File: config.mk
export PLATFORM = sky130hd
export DESIGN_NAME = rsb_ctrl
export DESIGN_NICKNAME = d
export VERILOG_FILES = /design/src/rtl/rsb_pkg.sv /design/src/rtl/rsb_ctrl.sv
export VERILOG_INCLUDE_DIRS = /design/src /design/src/rtl
export SDC_FILE = /design/constraint.sdc
export NUM_CORES = 1
export LEC_CHECK = 0
export ABC_AREA = 1
export BUFFER_PORTS_ARGS = -buffer_cell sky130_fd_sc_hd__buf_4
export CAP_MARGIN = 20
export CORE_AREA = 3 3 47 60
export CTS_BUF_LIST = sky130_fd_sc_hd__clkbuf_8
export DETAILED_ROUTE_END_ITERATION = 10
export DIE_AREA = 0 0 50 63
export SLEW_MARGIN = 20
export SYNTH_ARGS = -nofsm -noshare
export SYNTH_HDL_FRONTEND = slang
export SYNTH_SLANG_ARGS = --single-unit
File: constraint.sdc
create_clock -name clk -period 2.6 [get_ports clk]
set_input_delay 0.52 -clock clk [delete_from_list [all_inputs] [get_ports clk]]
set_output_delay 0.52 -clock clk [all_outputs]
set_load 0.02 [all_outputs]
File: src/rtl/rle_sprite_line_blitter_assert.svh
// Assertion macros shared by the blitter modules.
`ifndef RLE_SPRITE_LINE_BLITTER_ASSERT_SVH
`define RLE_SPRITE_LINE_BLITTER_ASSERT_SVH

// Same-cycle implication, clocked on clk, off during reset.
`define RSB_ASSERT_IMP(lbl, ante, cons, msg) \
	lbl: assert property (@(posedge clk) disable iff (!arst_n) (ante) |-> (cons)) \
		else $error(msg);

// Next-cycle implication, clocked on clk, off during reset.
`define RSB_ASSERT_NXT(lbl, ante, cons, msg) \
	lbl: assert property (@(posedge clk) disable iff (!arst_n) (ante) |=> (cons)) \
		else $error(msg);

`endif

File: src/rtl/rsb_pkg.sv
// Package: types and constants of the RLE sprite line blitter.
`timescale 1ns / 1ps
package rsb_pkg;
	localparam int CW     = 14;  // signed coordinate width for clipping
	localparam int CFG_IW = 2;

	typedef enum logic [CFG_IW-1:0] {
		REG_POS_X = 2'd0,
		REG_POS_Y = 2'd1,
		REG_FLIP  = 2'd2
	} rsb_reg_t;

	typedef enum logic [3:0] {
		ST_IDLE,
		ST_FLAG_HI,
		ST_WIDTH,
		ST_HEIGHT,
		ST_CLIP,
		ST_ADDR,
		ST_CHUNKS,
		ST_SKIP,
		ST_CNT_HI,
		ST_CNT_LO,
		ST_LITERAL,
		ST_TRAIL,
		ST_EMIT_RD,
		ST_EMIT_OUT
	} rsb_state_t;

	typedef struct packed {
		logic load_flag_lo;
		logic load_flag_hi;
		logic load_width;
		logic load_height;
		logic do_clip;
		logic do_addr;
		logic load_chunks;
		logic chunk_dec;
		logic do_skip;
		logic load_cnt_hi;
		logic load_cnt_lo;
		logic do_literal;
		logic trail_skip;
		logic trail_draw;
		logic line_clear;
		logic next_line;
		logic emit_start;
		logic emit_read;
		logic emit_load;
	} rsb_cmd_t;

	typedef struct packed {
		logic drop;
		logic byte_zero;
		logic cnt_zero;
		logic lit_last;
		logic chunk_last;
		logic lskip_pos;
		logic ldraw_one;
		logic ldraw_zero;
		logic vis_zero;
		logic group_last;
		logic out_free;
	} rsb_status_t;
endpackage

File: src/rtl/rsb_ctrl.sv
// Controller: stream parse and line emission state machine.
`timescale 1ns / 1ps
`include "rle_sprite_line_blitter_assert.svh"
module rsb_ctrl import rsb_pkg::*; (
	input  logic        clk,
	input  logic        arst_n,
	input  logic        in_valid,
	input  logic        frame_start,
	output logic        in_ready,
	output rsb_cmd_t    cmd,
	input  rsb_status_t st
);
	rsb_state_t state_q, state_d;
	logic acc;

	always_comb begin
		case (state_q)
			ST_CLIP, ST_ADDR, ST_EMIT_RD, ST_EMIT_OUT: in_ready = 1'b0;
			default: in_ready = 1'b1;
		endcase
	end

	assign acc = in_valid && in_ready;

	always_ff @(posedge clk or negedge arst_n) begin
		if (!arst_n) begin
			state_q <= ST_IDLE;
		end else begin
			state_q <= state_d;
		end
	end

	always_comb begin
		state_d = state_q;
		if (acc && frame_start) begin
			state_d = ST_FLAG_HI;
		end else begin
			case (state_q)
				ST_FLAG_HI: if (acc) state_d = ST_WIDTH;
				ST_WIDTH:   if (acc) state_d = ST_HEIGHT;
				ST_HEIGHT:  if (acc) state_d = ST_CLIP;
				ST_CLIP:    state_d = st.drop ? ST_IDLE : ST_ADDR;
				ST_ADDR:    state_d = ST_CHUNKS;
				ST_CHUNKS:  if (acc) state_d = st.byte_zero ? ST_TRAIL : ST_SKIP;
				ST_SKIP:    if (acc) state_d = ST_CNT_HI;
				ST_CNT_HI:  if (acc) state_d = ST_CNT_LO;
				ST_CNT_LO: begin
					if (acc) begin
						if (!st.cnt_zero) state_d = ST_LITERAL;
						else state_d = st.chunk_last ? ST_TRAIL : ST_SKIP;
					end
				end
				ST_LITERAL: begin
					if (acc && st.lit_last) state_d = st.chunk_last ? ST_TRAIL : ST_SKIP;
				end
				ST_TRAIL: begin
					if (acc) begin
						if (st.lskip_pos) state_d = ST_CHUNKS;
						else if (st.vis_zero) state_d = st.ldraw_one ? ST_IDLE : ST_CHUNKS;
						else state_d = ST_EMIT_RD;
					end
				end
				ST_EMIT_RD: state_d = ST_EMIT_OUT;
				ST_EMIT_OUT: begin
					if (st.out_free) begin
						if (!st.group_last) state_d = ST_EMIT_RD;
						else state_d = st.ldraw_zero ? ST_IDLE : ST_CHUNKS;
					end
				end
				default: state_d = state_q;
			endcase
		end
	end

	always_comb begin
		cmd = '0;
		if (acc && frame_start) begin
			cmd.load_flag_lo = 1'b1;
		end else begin
			case (state_q)
				ST_FLAG_HI: cmd.load_flag_hi = acc;
				ST_WIDTH:   cmd.load_width   = acc;
				ST_HEIGHT:  cmd.load_height  = acc;
				ST_CLIP:    cmd.do_clip      = !st.drop;
				ST_ADDR: begin
					cmd.do_addr    = 1'b1;
					cmd.line_clear = 1'b1;
				end
				ST_CHUNKS:  cmd.load_chunks  = acc;
				ST_SKIP:    cmd.do_skip      = acc;
				ST_CNT_HI:  cmd.load_cnt_hi  = acc;
				ST_CNT_LO: begin
					cmd.load_cnt_lo = acc;
					cmd.chunk_dec   = acc && st.cnt_zero;
				end
				ST_LITERAL: begin
					cmd.do_literal = acc;
					cmd.chunk_dec  = acc && st.lit_last;
				end
				ST_TRAIL: begin
					if (acc) begin
						if (st.lskip_pos) begin
							cmd.trail_skip = 1'b1;
							cmd.line_clear = 1'b1;
						end else begin
							cmd.trail_draw = 1'b1;
							cmd.line_clear = st.vis_zero;
							cmd.next_line  = st.vis_zero;
							cmd.emit_start = !st.vis_zero;
						end
					end
				end
				ST_EMIT_RD: cmd.emit_read = 1'b1;
				ST_EMIT_OUT: begin
					cmd.emit_load  = st.out_free;
					cmd.line_clear = st.out_free && st.group_last;
					cmd.next_line  = st.out_free && st.group_last;
				end
				default: cmd = '0;
			endcase
		end
	end

	`RSB_ASSERT_NXT(a_hdr_clip, acc && !frame_start && state_q == ST_HEIGHT,
		state_q == ST_CLIP, "height byte did not start clipping")
	`RSB_ASSERT_NXT(a_rd_out, state_q == ST_EMIT_RD, state_q == ST_EMIT_OUT,
		"group read not followed by output stage")
	`RSB_ASSERT_NXT(a_line_done, cmd.emit_load && st.group_last,
		state_q == ST_CHUNKS || state_q == ST_IDLE, "line end left emission running")
endmodule

# Yosys cells after proc, flatten, opt, wreduce, memory -nomap -nowiden
# Cells that the tools add are included.
dict set report op_classes {
  addsub 0
  mul 0
  div_mod_pow 0
  magnitude_cmp 0
  eq_ne 23
  shift 0
  n_mux 46
  bitwise_logic 0
  reduce_logical 10
}
# operator count
set ops {}
lappend ops {{$mux 4} 17}
lappend ops {{$pmux 4 s13} 1}
lappend ops {{$ne 3x3->1 const B} 10}
lappend ops {{$eq 4x4->1 const B} 6}
lappend ops {{$mux 1} 18}
lappend ops {{$mux 18} 1}
lappend ops {{$eq 4x3->1 const B} 4}
lappend ops {{$reduce_bool 14->1} 1}
lappend ops {{$reduce_and 11->1} 1}
lappend ops {{$mux 3} 3}
lappend ops {{$eq 4x2->1 const B} 2}
lappend ops {{$logic_and 1x1->1} 5}
lappend ops {{$mux 5} 1}
lappend ops {{$eq 4x1->1 const B} 1}
lappend ops {{$mux 2} 2}
lappend ops {{$pmux 1 s2} 2}
lappend ops {{$reduce_or 4->1} 1}
lappend ops {{$pmux 1 s3} 1}
lappend ops {{$logic_not 1->1} 2}
dict set report totals {
  reg_bits 4
  latchBits 0
  ramBits 0
  rom_bits 0
  in_bits 15
  output_inout_bits 20
  elab_cells 80
  memories 0
}

# Logic depth before layout (Yosys ltp)
dict set report depth {
  word_depth 8
  depth_mapped 10
  mapped_depth_nobuf 10
}

# Worst setup path before layout
# OpenSTA, ideal clock, no wires.
dict set report synth_timing {
  kind {input port to output port}
  startpoint {input frame_start}
  endpoint {output cmd[17] (netlist name)}
  arrival_time_ns 1.621
  slack_ns 0.459
  path_stages 4
  path_buffers 1
  cell_sequence {buf_1 inv_1 nand2_1 nor4_1}
}
# item line
set synth_lines {}
lappend synth_lines {{start, declared} rsb_ctrl.sv:8} ;# input logic frame_start,
lappend synth_lines {{end, declared} rsb_ctrl.sv:10} ;# output rsb_cmd_t cmd,

==> results.sh <==
export IMPL_leakage_nw=0.623
export IMPL_setup_viol_count_final=0
export IMPL_async_flop_share_pct=100
export IMPL_finalHoldViolCount=0
export IMPL_slew_violations=0
export IMPL_ff2ff_setup_slack_ns=1.02
export IMPL_path_cells="inv_2 > nand2_1 > nor2_1 > nand2_1 > nor2_1 > a31oi_1 > nor2_1 > buf_4"
export IMPL_startpoint_type="flip-flop"
export IMPL_numCtsBuffers=3
export IMPL_rsz0062_at_grt="false"
export IMPL_drtIter0Drc=28
export IMPL_row_count=20
export IMPL_synth_nets=157
export IMPL_cp_top_family="simple AND/OR/NAND/NOR gates"
export IMPL_fillers=246
export IMPL_largest_reg_flops=4
export IMPL_period_share_pct=86.1
export IMPL_initial_core_util_pct=33.6
export IMPL_outcome="complete, no violations"
export IMPL_fp_dieW_um=50
export IMPL_critPathBufInv=2
export IMPL_cp_max_fo=7
export IMPL_grt_pass1_wl_um=4270
export IMPL_cap_violations=0
export IMPL_ant_nets=0
export IMPL_grt_pass1_vias=993
export IMPL_cp_arrival_ns=1.72
export IMPL_gp_congestion=0.954
export IMPL_slew_headroom_pct=77.0
export IMPL_r2r_end="state_q[0]"
export IMPL_fmax_mhz=447
export IMPL_syn_area_um2=800
export IMPL_cts_clk_slew_worst_paths_ns=0.03
export IMPL_worstReg2RegStart="state_q[3]"
export IMPL_worst_slew_pin_transition_ns=0.344
export IMPL_yosys_area_top_type="nand2_1"
export IMPL_port_buffers=34
export IMPL_postCtsHoldBufs=0
export IMPL_hold_path_class="input port to asynchronous set/reset pin"
export IMPL_antenna_found_initial=0
export IMPL_critPathSlowestCell="dfrtp_1"
export IMPL_track_usage_pct=17.5
export IMPL_dieArea_um2=3150
export IMPL_cp_required_ns=2.08
export IMPL_synth_cell_type_count=31
export IMPL_critPathMostFrequentCell="nor2_1"
export IMPL_root_buffer="clkbuf_8"
export IMPL_min_period_ns=2.24
export IMPL_largest_register="state_q"
export IMPL_synth_seq_cells=4
export IMPL_finClkSkew_ns=0.000919
export IMPL_cts_num_sinks=4
export IMPL_cts_resized=0
export IMPL_clock_latency_ns=0.22
export IMPL_fin_nets=193
export IMPL_pre_cts_slack_ns=0.630
export IMPL_vias=1019
export IMPL_synth_most_common_cell="nand2_1"
export IMPL_crit_type="flip-flop to output port"
export IMPL_clock_path_buffers=2
export IMPL_place_hpwl_um=2120
export IMPL_irDropWorstVdd_mv=0.262
export IMPL_cts_setup_buffers=0
export IMPL_htreeDepth=1
export IMPL_synth_cells=142
export IMPL_antenna_cells=0
export IMPL_rr_worst_depth=9
export IMPL_first_pass_iters=4
export IMPL_grt_max_degree=10
export IMPL_synthTopCellsByArea="nand2_1 17%, dfrtp_1 13%, nor2_1 11%, inv_1 8.0%, nand3_1 6.9%"
export IMPL_synth_warnings=0
export IMPL_synth_top_cells_by_count="37 x nand2_1, 24 x nor2_1, 17 x inv_1, 11 x nand3_1, 9 x nor3_1"
export IMPL_fin_ws_ns=0.363
export IMPL_top_regs="state_q (4)"
export IMPL_die_h_um=63
export IMPL_cts_tree="yes"
export IMPL_finish_utilization_pct=47.1
export IMPL_drc_errors=0
export IMPL_synth_seq_area_share_pct=12.5
export IMPL_wire_per_inst_um=12.3
export IMPL_wl_um=2560
export IMPL_vias_per_cell=4.88
export IMPL_power_density_nw_per_um2=789
export IMPL_synth_edf_count=0
export IMPL_max_stage_delay_ns=0.47
export IMPL_drive_above_1_share_pct=34.7
export IMPL_core_um2=2380
export IMPL_ios=35
export IMPL_syn_to_final_growth_pct=39.9
export IMPL_synth_top_cell_area_share_pct=17.4
export IMPL_cp_end_kind="output port"
export IMPL_final_setup_tns_ns=0
export IMPL_ys_flop_type="dfrtp_1"
export IMPL_syn_avg_cell_area_um2=5.63
export IMPL_grt_overflow=0
[power breakdown]
part / total (mW) / switching [mW] / internal (mW)
Sequential: 0.158 / 0.0685 / 0.0892
Combinational: 0.595 / 0.385 / 0.210
Clock: 0.131 / 0.0319 / 0.0987
[worst reg2reg max path: stages (launching register included)]
cell     delay [ns]
dfrtp_1        0.49
inv_1          0.13
nor2_1         0.21
nand2_2        0.14
o21ai_2        0.15
nand2_2        0.11
nand2_4        0.10
inv_1          0.04
nand2_1        0.06
nand2_1        0.04
[final cells by class]
class | count | area, um^2 | share of cell area [%]
Clock buffer | 3 | 41.3 | 3.69
Multi-Input combinational cell | 113 | 596 | 53.2
Tap cell | 33 | 41.3 | 3.69
Timing Repair Buffer | 34 | 255 | 22.8
Sequential cell | 4 | 100 | 8.95
Inverter | 22 | 85.1 | 7.61
[cells by family (layout without fill, tap and decap cells)]
logic type,count (synthesis),count (layout),share of synthesized area (%)
AND/OR/NAND/NOR,101,101,63.7
buffers and inverters,25,59,13.0
AO/OA/AOI/OAI,12,12,10.8
flip-flops,4,4,12.5
[cells in the final DEF (no fill, tap or decap)]
master    netlist  layout
or2_1           1       1
inv_4           1       1
nand2_4         2       2
nand2_8         1       1
o21ai_4         1       1
nand3b_1        1       1
nor2_8          1       1
nand3_2         1       1
o21ai_1         1       1
nor2_4          1       1
nor2_2          3       3
o21ai_2         3       3
a21oi_1         3       3
nor3_2          2       2
inv_1          17      17
nor3_1          9       9
o21ai_0         2       2
a31oi_1         1       1
nand4_1         1       1
nand3_1        11      11
or2_0           1       1
nand2_2         3       3
clkbuf_8        0       3
o211ai_1        1       1
nand2_1        37      37
dfrtp_1         4       4
nor2_1         24      24
buf_4           2      34
nor4_1          1       1
or2_2           1       1
inv_2           4       4
[worst max path at each step]
stage,startpoint,end,slack (ns),depth (start not counted)
final,state_q[1],cmd[11],0.36,8
after detailed placement,state_q[2],cmd[4],0.63,7
after floorplan,frame_start,cmd[17],0.46,4
after global routing,state_q[1],cmd[17],0.24,7
after CTS,state_q[2],cmd[4],0.39,7
after global placement,state_q[2],cmd[4],0.58,7
[routing by layer]
metal	wire length [um]	GRT usage, %	up-vias	part of all wire (%)
met3	185	2.63	8	7.2
li1	-	-	521	-
met5	0	0	-	0
met4	98	12.8	0	3.8
met2	1200	28.3	49	47
met1	1080	20.2	441	42
[per-stage QoR]
stage | instance area (um^2) | cells | hold slack [ns] | power, mW
finish | 1120 | 209 | 0.0899 | 0.883
floorplan | 800 | 142 | 0.224 | 0.604
global route | 1120 | 209 | 0.0849 | 0.974
global placement | 1080 | 206 | 0.318 | 0.752
CTS | 1120 | 209 | 0.0899 | 0.881
detailed placement | 1080 | 206 | 0.318 | 0.745
(Power assumes the default switching activity.)
